File: src/rtl/core/cslc_pkg.sv
// Package for the cooler serial link controller.
// Holds request, command and status codes, the control/status structs and the
// ASCII helper functions. No dependencies.
package cslc_pkg;

	localparam int REPLY_LEN = 8;
	localparam int CMD_LEN   = 10;
	localparam int HELD_W    = $clog2(REPLY_LEN + 1);
	localparam int STORE_AW  = $clog2(REPLY_LEN);
	localparam int TX_IDX_W  = $clog2(CMD_LEN);

	localparam logic [7:0] CH_STAR  = 8'h2A;
	localparam logic [7:0] CH_CARET = 8'h5E;
	localparam logic [7:0] CH_CR    = 8'h0D;
	localparam logic [7:0] CH_ONE   = 8'h31;
	localparam logic [7:0] CH_LC_C  = 8'h63;

	typedef enum logic [1:0] {
		REQ_RX   = 2'd0,
		REQ_TICK = 2'd1,
		REQ_SET  = 2'd2,
		REQ_EN   = 2'd3
	} req_kind_t;

	typedef enum logic [1:0] {
		CMD_QUERY = 2'd0,
		CMD_SET   = 2'd1,
		CMD_ON    = 2'd2,
		CMD_OFF   = 2'd3
	} cmd_kind_t;

	localparam logic [1:0] RS_VALID    = 2'd0;
	localparam logic [1:0] RS_NO_REPLY = 2'd1;
	localparam logic [1:0] RS_BAD      = 2'd2;

	localparam logic [1:0] CFG_MAX_SET_TEMP    = 2'd0;
	localparam logic [1:0] CFG_NO_REPLY_LIMIT  = 2'd1;
	localparam logic [1:0] CFG_BAD_REPLY_LIMIT = 2'd2;

	// controller -> datapath
	typedef struct packed {
		logic                take;  // input word accepted this cycle
		logic [TX_IDX_W-1:0] idx;   // frame byte being shown
	} cslc_ctl_t;

	// datapath -> controller
	typedef struct packed {
		logic is_tick;
	} cslc_sts_t;

	// {ok, value}
	function automatic logic [4:0] hex_val(input logic [7:0] c);
		logic [7:0] d;
		d = 8'd0;
		if (c >= 8'h30 && c <= 8'h39) begin
			d = c - 8'h30;
			return {1'b1, d[3:0]};
		end
		if (c >= 8'h61 && c <= 8'h66) begin
			d = c - 8'h57;
			return {1'b1, d[3:0]};
		end
		if (c >= 8'h41 && c <= 8'h46) begin
			d = c - 8'h37;
			return {1'b1, d[3:0]};
		end
		return 5'd0;
	endfunction

	function automatic logic [7:0] lower_hex(input logic [3:0] n);
		return (n < 4'd10) ? (8'h30 + {4'd0, n}) : (8'h57 + {4'd0, n});
	endfunction

	function automatic logic [7:0] upper_hex(input logic [3:0] n);
		return (n < 4'd10) ? (8'h30 + {4'd0, n}) : (8'h37 + {4'd0, n});
	endfunction

	// Fixed frames: query, on, off
	function automatic logic [7:0] fixed_frame(input cmd_kind_t cmd,
		input logic [TX_IDX_W-1:0] idx);
		logic [7:0] c;
		case (idx)
			4'd0: c = CH_STAR;
			4'd1: c = (cmd == CMD_QUERY) ? 8'h30 : 8'h33;
			4'd2: c = (cmd == CMD_QUERY) ? 8'h31 : 8'h30;
			4'd3: c = 8'h30;
			4'd4: c = 8'h30;
			4'd5: c = 8'h30;
			4'd6: c = (cmd == CMD_ON) ? 8'h31 : 8'h30;
			4'd7: c = 8'h32;
			4'd8: begin
				case (cmd)
					CMD_ON:  c = 8'h34;
					CMD_OFF: c = 8'h33;
					default: c = 8'h31;
				endcase
			end
			4'd9: c = CH_CR;
			default: c = 8'h00;
		endcase
		return c;
	endfunction

endpackage

File: src/rtl/core/cslc_if.sv
// Channel interfaces of the cooler serial link controller: request, reply
// and configuration write. Depends on nothing.
interface cslc_req_if;
	logic       valid;
	logic       ready;
	logic [1:0] req_type;
	logic [7:0] rx_byte;
	logic [7:0] set_temp;
	logic       enable_value;

	modport source (output valid, req_type, rx_byte, set_temp, enable_value, input ready);
	modport sink (input valid, req_type, rx_byte, set_temp, enable_value, output ready);
endinterface

interface cslc_rsp_if;
	logic               valid;
	logic               ready;
	logic [7:0]         tx_byte;
	logic               last;
	logic [1:0]         reply_status;
	logic signed [15:0] reading_raw;
	logic               timeout_fault;
	logic               checksum_fault;
	logic [7:0]         computed_sum;
	logic [7:0]         received_sum;

	modport source (output valid, tx_byte, last, reply_status, reading_raw,
		timeout_fault, checksum_fault, computed_sum, received_sum, input ready);
	modport sink (input valid, tx_byte, last, reply_status, reading_raw,
		timeout_fault, checksum_fault, computed_sum, received_sum, output ready);
endinterface

interface cslc_cfg_if;
	logic       valid;
	logic       ready;
	logic [1:0] index;
	logic [7:0] data;

	modport source (output valid, index, data, input ready);
	modport sink (input valid, index, data, output ready);
endinterface

File: src/rtl/core/cslc_ctrl.sv
// Controller FSM: takes input words and, on a check tick, walks the ten command frame bytes.
// Depends on cslc_pkg.
module cslc_ctrl (
	input  logic                   clk,
	input  logic                   arst_n,
	input  logic                   req_valid,
	output logic                   req_ready,
	output logic                   rsp_valid,
	input  logic                   rsp_ready,
	input  cslc_pkg::cslc_sts_t    sts,
	output cslc_pkg::cslc_ctl_t    ctl
);

	typedef enum logic {
		S_IDLE,
		S_SEND
	} state_t;

	localparam logic [cslc_pkg::TX_IDX_W-1:0] LAST_IDX =
		cslc_pkg::TX_IDX_W'(cslc_pkg::CMD_LEN - 1);

	state_t                        state_q;
	logic                          req_ready_q;
	logic                          rsp_valid_q;
	logic [cslc_pkg::TX_IDX_W-1:0] idx_q;

	always_ff @(posedge clk or negedge arst_n) begin
		if (!arst_n) begin
			state_q     <= S_IDLE;
			req_ready_q <= 1'b1;
			rsp_valid_q <= 1'b0;
			idx_q       <= '0;
		end else begin
			case (state_q)
				S_IDLE: begin
					if (req_valid && sts.is_tick) begin
						state_q     <= S_SEND;
						req_ready_q <= 1'b0;
						rsp_valid_q <= 1'b1;
						idx_q       <= '0;
					end
				end
				S_SEND: begin
					if (rsp_ready) begin
						if (idx_q == LAST_IDX) begin
							state_q     <= S_IDLE;
							req_ready_q <= 1'b1;
							rsp_valid_q <= 1'b0;
							idx_q       <= '0;
						end else begin
							idx_q <= idx_q + 1'b1;
						end
					end
				end
				default: begin
					state_q     <= S_IDLE;
					req_ready_q <= 1'b1;
					rsp_valid_q <= 1'b0;
				end
			endcase
		end
	end

	assign req_ready = req_ready_q;
	assign rsp_valid = rsp_valid_q;
	assign ctl.take  = req_valid && req_ready_q;
	assign ctl.idx   = idx_q;

endmodule

File: src/rtl/core/cslc_datapath.sv
// Datapath: config registers, reply frame store, pending command, reply
// judgement and frame byte generation. Depends on cslc_pkg.
module cslc_datapath (
	input  logic                clk,
	input  logic                arst_n,
	input  cslc_pkg::cslc_ctl_t ctl,
	output cslc_pkg::cslc_sts_t sts,
	input  logic [1:0]          req_type,
	input  logic [7:0]          rx_byte,
	input  logic [7:0]          set_temp,
	input  logic                enable_value,
	input  logic                cfg_we,
	input  logic [1:0]          cfg_index,
	input  logic [7:0]          cfg_data,
	output logic [7:0]          tx_byte,
	output logic                last,
	output logic [1:0]          reply_status,
	output logic signed [15:0]  reading_raw,
	output logic                timeout_fault,
	output logic                checksum_fault,
	output logic [7:0]          computed_sum,
	output logic [7:0]          received_sum
);

	localparam logic [cslc_pkg::HELD_W-1:0] FULL =
		cslc_pkg::HELD_W'(cslc_pkg::REPLY_LEN);
	localparam logic [cslc_pkg::TX_IDX_W-1:0] LAST_IDX =
		cslc_pkg::TX_IDX_W'(cslc_pkg::CMD_LEN - 1);

	logic [7:0] max_set_temp_q, no_reply_limit_q, bad_reply_limit_q;
	logic [7:0] store_q [cslc_pkg::REPLY_LEN];
	logic [cslc_pkg::HELD_W-1:0] held_q;
	cslc_pkg::cmd_kind_t pend_q;
	logic [7:0] target_q;
	logic [7:0] miss_cnt_q, bad_cnt_q;

	// latched at the tick for the frame being sent
	cslc_pkg::cmd_kind_t cmd_q;
	logic [11:0]         temp10_q;
	logic [1:0]          status_q;
	logic [15:0]         raw_q;
	logic                tfault_q, cfault_q;
	logic [7:0]          csum_q, rsum_q;

	cslc_pkg::req_kind_t kind;
	logic                tick;
	logic [4:0]          h [1:6];
	logic [7:0]          csum, rsum;
	logic                ok, full;
	logic [7:0]          miss_inc, bad_inc;
	logic [11:0]         temp10;

	assign kind        = cslc_pkg::req_kind_t'(req_type);
	assign sts.is_tick = (kind == cslc_pkg::REQ_TICK);
	assign tick        = ctl.take && sts.is_tick;

	always_comb begin
		for (int k = 1; k <= 6; k++)
			h[k] = cslc_pkg::hex_val(store_q[k]);
		csum = store_q[1] + store_q[2] + store_q[3] + store_q[4];
		// checksum digits taken from the left up to the first non-hex char
		if (h[5][4])
			rsum = h[6][4] ? {h[5][3:0], h[6][3:0]} : {4'd0, h[5][3:0]};
		else
			rsum = 8'd0;
		ok = (store_q[0] == cslc_pkg::CH_STAR) && h[1][4] && h[2][4] && h[3][4] &&
			h[4][4] && h[5][4] && h[6][4] && (store_q[7] == cslc_pkg::CH_CARET) &&
			(csum == rsum);
		full     = (held_q >= FULL);
		miss_inc = miss_cnt_q + 8'd1;
		bad_inc  = bad_cnt_q + 8'd1;
		temp10   = {1'b0, target_q, 3'd0} + {3'd0, target_q, 1'b0};
	end

	always_ff @(posedge clk or negedge arst_n) begin
		if (!arst_n) begin
			max_set_temp_q    <= 8'd40;
			no_reply_limit_q  <= 8'd3;
			bad_reply_limit_q <= 8'd3;
			held_q            <= '0;
			pend_q            <= cslc_pkg::CMD_QUERY;
			target_q          <= 8'd0;
			miss_cnt_q        <= 8'd0;
			bad_cnt_q         <= 8'd0;
		end else begin
			if (cfg_we) begin
				case (cfg_index)
					cslc_pkg::CFG_MAX_SET_TEMP:    max_set_temp_q    <= cfg_data;
					cslc_pkg::CFG_NO_REPLY_LIMIT:  no_reply_limit_q  <= cfg_data;
					cslc_pkg::CFG_BAD_REPLY_LIMIT: bad_reply_limit_q <= cfg_data;
					default: ;
				endcase
			end
			if (ctl.take) begin
				case (kind)
					cslc_pkg::REQ_RX: begin
						if (!full)
							held_q <= held_q + 1'b1;
					end
					cslc_pkg::REQ_SET: begin
						if (set_temp <= max_set_temp_q) begin
							target_q <= set_temp;
							pend_q   <= cslc_pkg::CMD_SET;
						end
					end
					cslc_pkg::REQ_EN: begin
						pend_q <= enable_value ? cslc_pkg::CMD_ON : cslc_pkg::CMD_OFF;
					end
					cslc_pkg::REQ_TICK: begin
						pend_q <= cslc_pkg::CMD_QUERY;
						held_q <= '0;
						if (!full) begin
							miss_cnt_q <= (miss_inc >= no_reply_limit_q) ? 8'd0 : miss_inc;
						end else begin
							miss_cnt_q <= 8'd0;
							if (!ok)
								bad_cnt_q <= (bad_inc >= bad_reply_limit_q) ? 8'd0 : bad_inc;
						end
					end
					default: ;
				endcase
			end
		end
	end

	always_ff @(posedge clk) begin
		if (ctl.take && kind == cslc_pkg::REQ_RX && !full)
			store_q[held_q[cslc_pkg::STORE_AW-1:0]] <= rx_byte;
		if (tick) begin
			cmd_q    <= pend_q;
			temp10_q <= temp10;
			if (!full) begin
				status_q <= cslc_pkg::RS_NO_REPLY;
				raw_q    <= 16'd0;
				tfault_q <= (miss_inc >= no_reply_limit_q);
				cfault_q <= 1'b0;
				csum_q   <= 8'd0;
				rsum_q   <= 8'd0;
			end else begin
				status_q <= ok ? cslc_pkg::RS_VALID : cslc_pkg::RS_BAD;
				raw_q    <= ok ? {h[1][3:0], h[2][3:0], h[3][3:0], h[4][3:0]} : 16'd0;
				tfault_q <= 1'b0;
				cfault_q <= !ok && (bad_inc >= bad_reply_limit_q);
				csum_q   <= csum;
				rsum_q   <= rsum;
			end
		end
	end

	// frame byte for the current index
	logic [7:0] set_c [3:6];
	logic [7:0] set_sum;
	logic       fin;

	always_comb begin
		set_c[3] = cslc_pkg::lower_hex(4'd0);
		set_c[4] = cslc_pkg::lower_hex(temp10_q[11:8]);
		set_c[5] = cslc_pkg::lower_hex(temp10_q[7:4]);
		set_c[6] = cslc_pkg::lower_hex(temp10_q[3:0]);
		set_sum  = cslc_pkg::CH_ONE + cslc_pkg::CH_LC_C + set_c[3] + set_c[4] +
			set_c[5] + set_c[6];
		if (cmd_q == cslc_pkg::CMD_SET) begin
			case (ctl.idx)
				4'd0:    tx_byte = cslc_pkg::CH_STAR;
				4'd1:    tx_byte = cslc_pkg::CH_ONE;
				4'd2:    tx_byte = cslc_pkg::CH_LC_C;
				4'd3:    tx_byte = set_c[3];
				4'd4:    tx_byte = set_c[4];
				4'd5:    tx_byte = set_c[5];
				4'd6:    tx_byte = set_c[6];
				4'd7:    tx_byte = cslc_pkg::upper_hex(set_sum[7:4]);
				4'd8:    tx_byte = cslc_pkg::upper_hex(set_sum[3:0]);
				default: tx_byte = cslc_pkg::CH_CR;
			endcase
		end else begin
			tx_byte = cslc_pkg::fixed_frame(cmd_q, ctl.idx);
		end
		fin = (ctl.idx == LAST_IDX);
	end

	assign last           = fin;
	assign reply_status   = fin ? status_q : 2'd0;
	assign reading_raw    = fin ? $signed(raw_q) : 16'sd0;
	assign timeout_fault  = fin && tfault_q;
	assign checksum_fault = fin && cfault_q;
	assign computed_sum   = fin ? csum_q : 8'd0;
	assign received_sum   = fin ? rsum_q : 8'd0;

endmodule

File: src/rtl/core/cooler_serial_link_controller_top.sv
// Top level of the cooler serial link controller.
// Depends on cslc_pkg, cslc_if, cslc_ctrl and cslc_datapath.
//
//  channel | interface    | word
//  --------+--------------+------------------------------------------------
//  req     | cslc_req_if  | req_type, rx_byte, set_temp, enable_value
//  rsp     | cslc_rsp_if  | tx_byte, last, status, reading, faults, sums
//  cfg     | cslc_cfg_if  | index (0..2), data (8 bit); always ready
//
// Received byte, set and enable words are each accepted while req.ready is high.
// A check tick is accepted, then sends ten frame bytes, one a cycle while
// rsp.ready is high; the controller's byte counter sets this. No new req word
// is taken until the tenth byte is gone. A stall on rsp holds the byte shown.
// Reset clears control state and loads register defaults; no clearing pass.
module cooler_serial_link_controller_top (
	input logic         clk,
	input logic         arst_n,
	cslc_req_if.sink    req,
	cslc_rsp_if.source  rsp,
	cslc_cfg_if.sink    cfg
);

	cslc_pkg::cslc_ctl_t ctl;
	cslc_pkg::cslc_sts_t sts;

	assign cfg.ready = 1'b1;

	cslc_ctrl u_ctrl (
		.clk       (clk),
		.arst_n    (arst_n),
		.req_valid (req.valid),
		.req_ready (req.ready),
		.rsp_valid (rsp.valid),
		.rsp_ready (rsp.ready),
		.sts       (sts),
		.ctl       (ctl)
	);

	cslc_datapath u_dp (
		.clk            (clk),
		.arst_n         (arst_n),
		.ctl            (ctl),
		.sts            (sts),
		.req_type       (req.req_type),
		.rx_byte        (req.rx_byte),
		.set_temp       (req.set_temp),
		.enable_value   (req.enable_value),
		.cfg_we         (cfg.valid),
		.cfg_index      (cfg.index),
		.cfg_data       (cfg.data),
		.tx_byte        (rsp.tx_byte),
		.last           (rsp.last),
		.reply_status   (rsp.reply_status),
		.reading_raw    (rsp.reading_raw),
		.timeout_fault  (rsp.timeout_fault),
		.checksum_fault (rsp.checksum_fault),
		.computed_sum   (rsp.computed_sum),
		.received_sum   (rsp.received_sum)
	);

endmodule

File: src/flat_wrapper.sv
// flat-port wrapper written by rule: the top's interface ports become plain ports
module cooler_serial_link_controller_top_flat 
  (clk, arst_n, req_valid, req_req_type, req_rx_byte, req_set_temp, req_enable_value, req_ready, rsp_valid, rsp_tx_byte, rsp_last, rsp_reply_status, rsp_reading_raw, rsp_timeout_fault, rsp_checksum_fault, rsp_computed_sum, rsp_received_sum, rsp_ready, cfg_valid, cfg_index, cfg_data, cfg_ready);
  cslc_req_if req_i ();
  cslc_rsp_if rsp_i ();
  cslc_cfg_if cfg_i ();
  input logic clk;
  input logic arst_n;
  input wire logic [$bits(req_i.valid)-1:0] req_valid;
  input wire logic [$bits(req_i.req_type)-1:0] req_req_type;
  input wire logic [$bits(req_i.rx_byte)-1:0] req_rx_byte;
  input wire logic [$bits(req_i.set_temp)-1:0] req_set_temp;
  input wire logic [$bits(req_i.enable_value)-1:0] req_enable_value;
  output wire logic [$bits(req_i.ready)-1:0] req_ready;
  output wire logic [$bits(rsp_i.valid)-1:0] rsp_valid;
  output wire logic [$bits(rsp_i.tx_byte)-1:0] rsp_tx_byte;
  output wire logic [$bits(rsp_i.last)-1:0] rsp_last;
  output wire logic [$bits(rsp_i.reply_status)-1:0] rsp_reply_status;
  output wire logic [$bits(rsp_i.reading_raw)-1:0] rsp_reading_raw;
  output wire logic [$bits(rsp_i.timeout_fault)-1:0] rsp_timeout_fault;
  output wire logic [$bits(rsp_i.checksum_fault)-1:0] rsp_checksum_fault;
  output wire logic [$bits(rsp_i.computed_sum)-1:0] rsp_computed_sum;
  output wire logic [$bits(rsp_i.received_sum)-1:0] rsp_received_sum;
  input wire logic [$bits(rsp_i.ready)-1:0] rsp_ready;
  input wire logic [$bits(cfg_i.valid)-1:0] cfg_valid;
  input wire logic [$bits(cfg_i.index)-1:0] cfg_index;
  input wire logic [$bits(cfg_i.data)-1:0] cfg_data;
  output wire logic [$bits(cfg_i.ready)-1:0] cfg_ready;
  assign req_i.valid = req_valid;
  assign req_i.req_type = req_req_type;
  assign req_i.rx_byte = req_rx_byte;
  assign req_i.set_temp = req_set_temp;
  assign req_i.enable_value = req_enable_value;
  assign req_ready = req_i.ready;
  assign rsp_valid = rsp_i.valid;
  assign rsp_tx_byte = rsp_i.tx_byte;
  assign rsp_last = rsp_i.last;
  assign rsp_reply_status = rsp_i.reply_status;
  assign rsp_reading_raw = rsp_i.reading_raw;
  assign rsp_timeout_fault = rsp_i.timeout_fault;
  assign rsp_checksum_fault = rsp_i.checksum_fault;
  assign rsp_computed_sum = rsp_i.computed_sum;
  assign rsp_received_sum = rsp_i.received_sum;
  assign rsp_i.ready = rsp_ready;
  assign cfg_i.valid = cfg_valid;
  assign cfg_i.index = cfg_index;
  assign cfg_i.data = cfg_data;
  assign cfg_ready = cfg_i.ready;
  cooler_serial_link_controller_top u_core (.clk(clk), .arst_n(arst_n), .req(req_i), .rsp(rsp_i), .cfg(cfg_i));
endmodule
File: config.mk
export PLATFORM = sky130hd
export DESIGN_NAME = cooler_serial_link_controller_top_flat
export DESIGN_NICKNAME = d
export VERILOG_FILES = /design/src/rtl/core/cslc_pkg.sv /design/src/rtl/core/cslc_if.sv /design/src/rtl/core/cslc_ctrl.sv /design/src/rtl/core/cslc_datapath.sv /design/src/rtl/core/cooler_serial_link_controller_top.sv /design/src/flat_wrapper.sv
export SDC_FILE = /design/constraint.sdc
export NUM_CORES = 1
export LEC_CHECK = 0
export BUFFER_PORTS_ARGS = -buffer_cell sky130_fd_sc_hd__buf_2
export CORE_ASPECT_RATIO = 1.4
export CORE_MARGIN = 3
export CORE_UTILIZATION = 58
export CTS_CLUSTER_DIAMETER = 200
export DETAILED_ROUTE_END_ITERATION = 10
export PLACE_DENSITY = 0.8
export SLEW_MARGIN = 20
export SYNTH_ARGS = -nofsm -noshare
export SYNTH_HDL_FRONTEND = slang
export SYNTH_SLANG_ARGS = --single-unit
File: constraint.sdc
create_clock -name clk -period 8.7 [get_ports clk]
set_input_delay 1.74 -clock clk [delete_from_list [all_inputs] [get_ports clk]]
set_output_delay 1.74 -clock clk [all_outputs]
set_load 0.1 [all_outputs]
# [After elaboration in Yosys (flattened, before gate mapping)]
# Memories as Yosys holds them, arrays and structs flattened.
# Cells that the tools add are included.
[word_totals] register_bits=111 latchBits=0 ram_bits=64 mem_bits_ro=0 in_bits=34 output_inout_bits=48 word_cells=303 mem_count=1
[memory_table] name="u_core.u_dp.store_q" words=8 word_bits=8 read_ports=8 rd_ports_with_merged_regs=0 write_ports=1 line="cslc_datapath.sv:31" text="logic [7:0] store_q [cslc_pkg::REPLY_LEN];"
[classes] add_sub_neg=39 mul=0 div=0 magnitude_cmp=45 eq_ne=25 n_shift=0 mux=117 bitwise_logic=2 n_reduce_logical=54
[ops] cell="5-bit two-way mux" n=36
[ops] cell="8-bit by 7-bit greater-or-equal comparator with 1-bit output, second input constant" n=12
[ops] cell="8-bit by 7-bit less-or-equal comparator with 1-bit output, second input constant" n=12
[ops] cell="8-bit two-way mux" n=11
[ops] cell="8-bit one-hot mux with 9 select lines" n=1
[ops] cell="1-bit two-way mux" n=50
[ops] cell="6-bit by 4-bit adder with 7-bit output, first input constant" n=7
[ops] cell="8-bit by 6-bit greater-or-equal comparator with 1-bit output, second input constant" n=6
[ops] cell="8-bit by 6-bit less-or-equal comparator with 1-bit output, second input constant" n=6
[ops] cell="6-bit one-hot mux with 8 select lines" n=1
[ops] cell="4-bit by 3-bit subtractor with 4-bit output, second input constant" n=12
[ops] cell="8-bit adder" n=5
[ops] cell="1-bit logical AND" n=34
[ops] cell="7-bit by 4-bit adder with 8-bit output, first input constant" n=3
[ops] cell="4-bit by 1-bit subtractor with 4-bit output, second input constant" n=6
[ops] cell="4-bit < comparator, second input constant" n=5
[ops] cell="8-bit by 1-bit adder with 8-bit output, second input constant" n=2
[ops] cell="4-bit by 3-bit == test with 1-bit output, second input constant" n=4
[ops] cell="8-bit greater-or-equal comparator" n=2
[ops] cell="16-bit two-way mux" n=1
[ops] cell="4-bit two-way mux" n=4
[ops] cell="4-bit one-hot mux with 2 select lines" n=2
[ops] cell="7-bit two-way mux" n=2
[ops] cell="11-bit by 9-bit adder with 12-bit output" n=1
[ops] cell="27 further kinds" n=57

# [Logic depth before layout (Yosys ltp)]
# Gate-level depths: netlist (run 1).
# An unclocked memory read counts as a cell.
[logic_depth] depth_word=20 depth_mapped=18 ltp_nobuf=18

# [Hierarchy]
# A second synthesis (run 1) with hierarchy kept.
[hier_totals] hier_cells=974 hier_area_um2=10705.3
[modules_own_cells] module="cslc_datapath" instances=1 cells_per_inst=937 area_each_um2=10329.9 seq_area_each_um2=4752.1
[modules_own_cells] module="cslc_ctrl" instances=1 cells_per_inst=35 area_each_um2=364.1 seq_area_each_um2=176.4
[modules_own_cells] module="cooler_serial_link_controller_top" instances=1 cells_per_inst=2 area_each_um2=11.3 seq_area_each_um2=0.0

# [Least setup slack after synthesis (run 1)]
# No wires, ideal clock.
[synth_timing] path_type="register to output" from="reg u_core.u_dp.temp10_q[1]" to="out rsp_tx_byte[6]" arrival_ns=5.955 required_ns=6.960 path_slack_ns=1.005 stages_incl_launch_ff=17 n_path_buf=0 cell_sequence="edfxtp_1 inv_1 ha_1 inv_1 ha_1 o21a_1 fa_1 ha_1 ha_1 a21o_1 a21oi_1 o21bai_1 a21oi_1 xnor2_1 a21boi_0 nand3b_1 a221oi_1"
[synth_between] elab_chain_len=7 elab_cells_between_ends=15 cone_classes="add/sub (7); order compare (3); mux (5)"
[synth_rtl] item="start, declared" line="cslc_datapath.sv:39" text="logic [11:0] temp10_q;"
[synth_rtl] item="start signal, assigned" line="cslc_datapath.sv:131" text="temp10_q <= temp10;"
[synth_rtl] item="7-bit by 4-bit adder with 8-bit output, or another cell as far along" line="cslc_pkg.sv:71" text="return (n < 4'd10) ? (8'h30 + {4'd0, n}) : (8'h57 + {4'd0, n});"
[synth_rtl] item="8-bit two-way mux *" line="cslc_pkg.sv:71"
[synth_rtl] item="8-bit adder" line="cslc_datapath.sv:161" text="set_c[5] + set_c[6];"
[synth_rtl] item="6-bit by 4-bit adder with 7-bit output or 4-bit < comparator (tied branches)" line="cslc_pkg.sv:75" text="return (n < 4'd10) ? (8'h30 + {4'd0, n}) : (8'h37 + {4'd0, n});"
[synth_rtl] item="7-bit two-way mux" line="cslc_pkg.sv:75"
[synth_rtl] item="8-bit one-hot mux with 9 select lines *" line="cslc_datapath.sv:163" text="case (ctl.idx)"
[synth_rtl] item="8-bit two-way mux *" line="cslc_datapath.sv:162" text="if (cmd_q == cslc_pkg::CMD_SET) begin"
[synth_rtl] item="end, declared" line="flat_wrapper.sv:16" text="output wire logic [$bits(rsp_i.tx_byte)-1:0] rsp_tx_byte;"
# Every way passes the cells marked *; elsewhere a longest branch is shown, timed or not.

# [Worst setup path in the final report (run 1)]
[layout_timing] from="reg u_core.u_dp.temp10_q[1]" to="out rsp_tx_byte[5]"
# The elaborated chain is that of the path after synthesis.

==> metrics, run 1 <==
global route hottest layer met2; Post-Place Setup Slack 2.30 ns; initial DRC count 442; largest net degree at the start of global routing 62; P&R area growth vs syn 11.9%; hold path depth 2; dpl cells 1285; part of the Yosys area used for sequential elements 0.465; Primary FF master, synth edfxtp_1; Max transition margin 0.277; crit path cell chain inv_1, ha_1, inv_1, ha_1, o21a_1, fa_1, ha_1, ha_1, a21o_1, a21oi_1, o21bai_1, a21oi_1, xnor2_1, a21boi_0, o21ai_0, a211oi_1, o22ai_1, buf_2; Sequential Area 0.00493 mm²; vias in the first global route 7572; Critical-path top delay cell a21boi_0; final-stage net count 1201; # diodes 0; CP top delay family compound AO/OA/AOI/OAI gates; Period minus WS final 6.89 ns; worst stage delay on the critical path 0.56 ns; first-pass GRT wire length 38.7 mm; number of synthesized register bits 174; Routed Antenna Nets 0; most frequent cells in the layout edfxtp_1 (113), inv_1 (83), nand2_1 (81); r2r startpoint u_core.u_dp.store_q[4][1]; Buffers & Inverters on Critical Path 3; chip height 166 µm; TritonCTS sink count 174; setup tns final 0 ns; final std cells w/o fill 1317; Chip Width 120 µm; Num CTS Buffers 17; setup bufs post-CTS 0; Die Footprint 0.0200 mm²; Buffers on Ports 79; Total GRT Usage 0.245; fmax 145 MHz; Synth Warn # 0; final wirelength 23.5 mm; starting density of the core 0.602; clk_lat worst skew 0.43 ns; Synth Instances 983; CTS tree yes; I/O pins 82; drc violations 0; reg2reg end u_core.u_dp.bad_cnt_q[0]; Hold-fix buffers, CTS 0; Vias 7525; Final WS setup 1.81 ns; Synth Cell Area 0.0106 mm²; Setup crit start kind register; syn_area_per_cell 10.8 µm²; post-CTS sizing 0; leak pwr 0.00516 µW; Fill cells 1340; worst path required time 6.96 ns; reg2reg setup slack 3.95 ns; most frequent CP cell ha_1; Tcrit/Tclk final 0.792; number of flops mapped to enable cells by yosys 113; final hold violations 0; Slew Viols, Final 0; post-route design area 0.0119 mm²; crit path max fanout 6; Placement Cell Area 0.0112 mm²; RSZ-0062 raised after global routing no; kind of critical path reg2out; grt total ovfl 0; Avg WL per Cell 17.9 µm; routability cong. 1.00; Pre-Repair DR Iteration Count 5; Power Density 261 mW/mm²; GRT met3 Usage 0.0327; nature of the critical path endpoint output pin; initial antenna violation count 0; Synth cell types 79; clock-pin transition on the worst setup and hold timing paths 0.07 ns; maximum clock insertion buffer count 2; hold wc startpoint u_core.u_dp.miss_cnt_q[7]; met1 Use GR 0.291; CTS root buffer clkbuf_16; MaxCap Viol Count 0; hpwl dp 17.7 mm; crit path DAT 5.15 ns; most common cell after layout, fill and taps aside edfxtp_1; Clock Skew 0.0135 ns; Worst Hold Class reg2reg; Finish-stage setup viols 0; Worst Hold End u_core.u_dp.miss_cnt_q[7]; status finished, final reports clean; DR vias/cell 5.71; Multi-input gate area 0.00527 mm²; site row count 57; worst vdd ir 0.000259 V; M2 GR Usage 0.445; H-Tree Depth 4; Worst-Margin Slew 1.08 ns; ys async rst share 0.351; reg2reg path depth 14; core box area 0.0176 mm²; share of layout cells above drive strength 1 0.163
==> through the flow <==
stage	hold WS, ns	util	total power [µW]
after CTS	0.506	0.673	3100
after detailed placement	0.491	0.638	2320
after floorplan	0.447	-	2030
after global placement	0.469	0.638	2310
final	0.503	0.674	3090
after global routing	0.524	0.674	3270
==> Yosys cell counts (3+ instances only) <==
cell type | n | area share
a211oi_1 | 9 | 0.0064
a21o_1 | 16 | 0.011
a21oi_1 | 37 | 0.017
a22o_1 | 5 | 0.0041
a22oi_1 | 7 | 0.0050
a2bb2oi_1 | 5 | 0.0041
a31oi_1 | 6 | 0.0035
and2_1 | 43 | 0.025
and3_1 | 13 | 0.0077
clkbuf_1 | 15 | 0.0053
dfrtp_1 | 54 | 0.13
dfstp_2 | 7 | 0.017
edfxtp_1 | 113 | 0.32
fa_1 | 23 | 0.043
ha_1 | 76 | 0.090
inv_1 | 84 | 0.030
mux2_2 | 31 | 0.033
mux2i_1 | 6 | 0.0057
nand2_1 | 81 | 0.029
nand2b_1 | 15 | 0.0089
nand3_1 | 19 | 0.0090
nand3b_1 | 3 | 0.0021
nor2_1 | 67 | 0.024
nor2b_1 | 14 | 0.0083
nor3_1 | 16 | 0.0076
nor3b_1 | 4 | 0.0028
nor4_1 | 6 | 0.0035
nor4b_1 | 3 | 0.0025
o2111a_1 | 3 | 0.0032
o211ai_1 | 5 | 0.0035
o21a_1 | 3 | 0.0021
o21ai_0 | 48 | 0.023
o21bai_1 | 12 | 0.0085
o22ai_1 | 9 | 0.0053
o31ai_1 | 5 | 0.0035
or2_2 | 7 | 0.0041
xnor2_1 | 38 | 0.031
xor2_1 | 16 | 0.013
==> final cells by class <==
class	count	share of cell area
repair buffers	85	0.0371
inverters	85	0.0269
well taps	236	0.0249
multi-input cells	705	0.444
flip-flops and latches	174	0.415
clock inverters	15	0.0157
clock buffers	17	0.0358
==> cells by family after synthesis <==
group                      after synthesis  share of synthesized area
adders and majority gates               99                      0.133
buffers and inverters                  106                     0.0392
AOI/OAI and AO/OA                      200                      0.127
other                                    2                   0.000708
xor gates and xnor gates                54                     0.0446
and+or+nand+nor                        311                      0.152
DFF                                    174                      0.465
muxes                                   37                     0.0386
==> sequential cells by signal, indices dropped and copies added, names as in the netlist, 4 cells and up <==
| name | flops |
|---|---|
| u_core.u_dp.bad_cnt_q | 8 |
| u_core.u_dp.csum_q | 8 |
| u_core.u_dp.store_q | 64 |
| u_core.u_dp.target_q | 8 |
| u_core.u_dp.max_set_temp_q | 8 |
| u_core.u_dp.held_q | 4 |
| u_core.u_dp.temp10_q | 11 |
| u_core.u_dp.bad_reply_limit_q | 8 |
| u_core.u_dp.rsum_q | 8 |
| u_core.u_dp.raw_q | 16 |
| u_core.u_dp.miss_cnt_q | 8 |
| u_core.u_dp.no_reply_limit_q | 8 |
| u_core.u_ctrl.idx_q | 4 |
==> worst register-to-register path: stages (launching register included) <==
cell,delay (ns)
edfxtp_1,0.49
fa_1,0.60
fa_1,0.43
ha_1,0.24
fa_1,0.44
a211o_1,0.31
and3_1,0.22
a211oi_1,0.30
o2111a_1,0.25
o2111a_1,0.19
o31ai_1,0.08
o31ai_1,0.39
buf_4,0.26
nor2_1,0.11
mux2_2,0.31
==> where the power goes <==
part / internal [µW] / leakage [µW] / switching [µW]
clock network: 415 / 0.000302 / 359
registers: 982 / 0.00178 / 110
logic: 420 / 0.00308 / 807
total: 1820 / 0.00516 / 1280
==> how the worst max path moves through the flow <==
stage                                  from        endpoint  slack, ns  cells past startpoint
CTS                 u_core.u_dp.temp10_q[1]  rsp_tx_byte[5]       1.83                     18
global route        u_core.u_dp.temp10_q[1]  rsp_tx_byte[5]       1.48                     18
finish              u_core.u_dp.temp10_q[1]  rsp_tx_byte[5]       1.81                     18
detailed placement  u_core.u_dp.temp10_q[1]  rsp_tx_byte[5]       2.30                     18
floorplan           u_core.u_dp.temp10_q[1]  rsp_tx_byte[6]       1.00                     16
global placement    u_core.u_dp.temp10_q[1]  rsp_tx_byte[5]       2.37                     18
==> per-layer routing <==
| metal | wire, µm | vias to the layer above |
|---|---|---|
| met5 | 0 | - |
| met1 | 9390 | 3623 |
| li1 | - | 3673 |
| met4 | 763 | 0 |
| met3 | 746 | 48 |
| met2 | 12600 | 181 |
Note: power is estimated with default switching activity, not from simulation.
==> inputs of run 2 (changes only) <==
Clock period 8.7 ns to 6.75 ns, I/O delays scaled along.
==> run 2 against run 1 <==
Against the previous run:
- clock skew down 0.0044 ns
- critical endpoint unchanged
- die area unchanged
- clock power up 30%
- routed wire length up 0.84%
- global-route usage down 0.30 points
- flip-flop and latch count unchanged
- clock-buffer cell count up 4
- register-to-register slack worse by 2.1 ns
==> metrics, run 2 (synthesis gave the netlist of run 1 again) <==
Routed Antenna Nets 0; crit path max fanout 6; first-pass GRT wire length 38.1 mm; maximum clock insertion buffer count 2; fmax 160 MHz; Pint 2410 µW; chip height 166 µm; starting density of the core 0.602; vias in the first global route 7754; combinational share of power 0.395; worst path required time 5.40 ns; Slew Viols, Final 0; setup bufs post-CTS 0; Switching Share 0.397; Switching Power 1590 µW; TritonCTS sink count 174; post-route design area 0.0119 mm²; Finish-stage setup viols 0; final-stage net count 1203; Buffers on Ports 79; reg2reg path depth 12; MaxCap Viol Count 0; max reg flops 64; Chip Width 120 µm; Vias 7646; DR vias/cell 5.80; Worst Hold Class reg2reg; Worst-Margin Slew 0.945 ns; nature of the critical path endpoint output pin; hold wc startpoint u_core.u_dp.pend_q[1]; grt total ovfl 0; clock-pin transition on the worst setup and hold timing paths 0.07 ns; Clock Skew 0.00911 ns; most frequent cells in the layout edfxtp_1 (113), inv_1 (83), nand2_1 (81); initial DRC count 542; status finished, final reports clean; Placement Cell Area 0.0113 mm²; setup tns final 0 ns; Period minus WS final 6.25 ns; reg2reg setup slack 1.90 ns; routability cong. 0.989; site row count 57; RSZ-0062 raised after global routing no; Tcrit/Tclk final 0.926; clock network fraction of total power 0.253; clk_lat worst skew 0.43 ns; initial antenna violation count 0; CTS tree yes; Die Footprint 0.0200 mm²; Max transition margin 0.365; H-Tree Depth 4; Num CTS Buffers 17; leak pwr 0.00517 µW; share of layout cells above drive strength 1 0.164; final wirelength 23.7 mm; worst vdd ir 0.000289 V; kind of critical path reg2out; Pre-Repair DR Iteration Count 6; core box area 0.0176 mm²; hold path depth 0; # diodes 0; hpwl dp 17.7 mm; Reg power frac 0.352; Setup crit start kind register; crit path DAT 4.90 ns; P&R area growth vs syn 12.2%; Total GRT Usage 0.242; r2r startpoint u_core.u_dp.store_q[4][1]; I/O pins 82; drc violations 0; Avg WL per Cell 18.0 µm; Power Density 337 mW/mm²; most common cell after layout, fill and taps aside edfxtp_1; worst setup path start u_core.u_dp.temp10_q[1]; largest net degree at the start of global routing 62; final hold violations 0; CTS root buffer clkbuf_16
[run 2: area by class of cell]
type,instances,area [µm²]
clock buffer,21,450
clock inverter,11,155
fill,1297,5720
inverter,85,320
multi-input combinational,705,5290
sequential,174,4930
tap,236,295
timing repair buffer,87,455
[run 2: worst max-delay path: stages, from the launching register on]
cell	delay [ns]
edfxtp_1	0.42
inv_1	0.11
ha_1	0.15
inv_1	0.04
ha_1	0.27
o21a_1	0.23
fa_1	0.49
ha_1	0.35
ha_1	0.30
a21o_1	0.18
a21oi_1	0.22
o21bai_1	0.09
a21oi_1	0.19
xnor2_1	0.25
a21boi_2	0.34
o21ai_0	0.16
a211oi_1	0.28
o22ai_1	0.10
buf_2	0.32
[run 2: repair_timing]
item                       in CTS  in global routing
resized for setup               0                  2
setup endpoints to repair       0                  4
hold buffers                    0                  0
[run 2: path summary, 6_finish.rpt]
| kind | endpoint |
|---|---|
| worst min-delay path | u_core.u_dp.cmd_q[1] |
| worst min register to register | u_core.u_dp.cmd_q[1] |
| worst max register to register | u_core.u_dp.raw_q[4] |
| worst max-delay path | rsp_tx_byte[5] |
| min in group asynchronous | u_core.u_dp.bad_reply_limit_q[2] |
| max in group asynchronous | u_core.u_ctrl.state_q |
[run 2: per-stage QoR]
step | total power (µW) | std cells | setup WS (ns) | util | hold slack, ns
2_1_floorplan | 2630 | 985 | 0.342 | - | 0.447
4_1_cts | 3990 | 1319 | 0.243 | 0.674 | 0.487
5_1_grt | 4220 | 1319 | 0.0575 | 0.675 | 0.495
3_3_place_gp | 2930 | 1287 | 0.898 | 0.640 | 0.461
3_5_place_dp | 2980 | 1287 | 0.686 | 0.640 | 0.474
6_report | 4000 | 1319 | 0.497 | 0.675 | 0.484
[run 2: power groups by stage]
stage / Sequential [µW] / Clock (µW) / Combinational [µW]
6_report: 1410 / 1010 / 1580
4_1_cts: 1410 / 1020 / 1560
3_5_place_dp: 1430 / 0 / 1550
2_1_floorplan: 1370 / 0 / 1260
3_3_place_gp: 1420 / 0 / 1510
5_1_grt: 1430 / 1070 / 1730
[run 2: metal layers]
metal / up-vias / wire (µm) / track usage
li1: 3681 / - / -
met1: 3665 / 9500 / 0.279
met2: 245 / 12400 / 0.439
met3: 55 / 921 / 0.0368
met4: 0 / 859 / 0.108
met5: - / 0 / 0
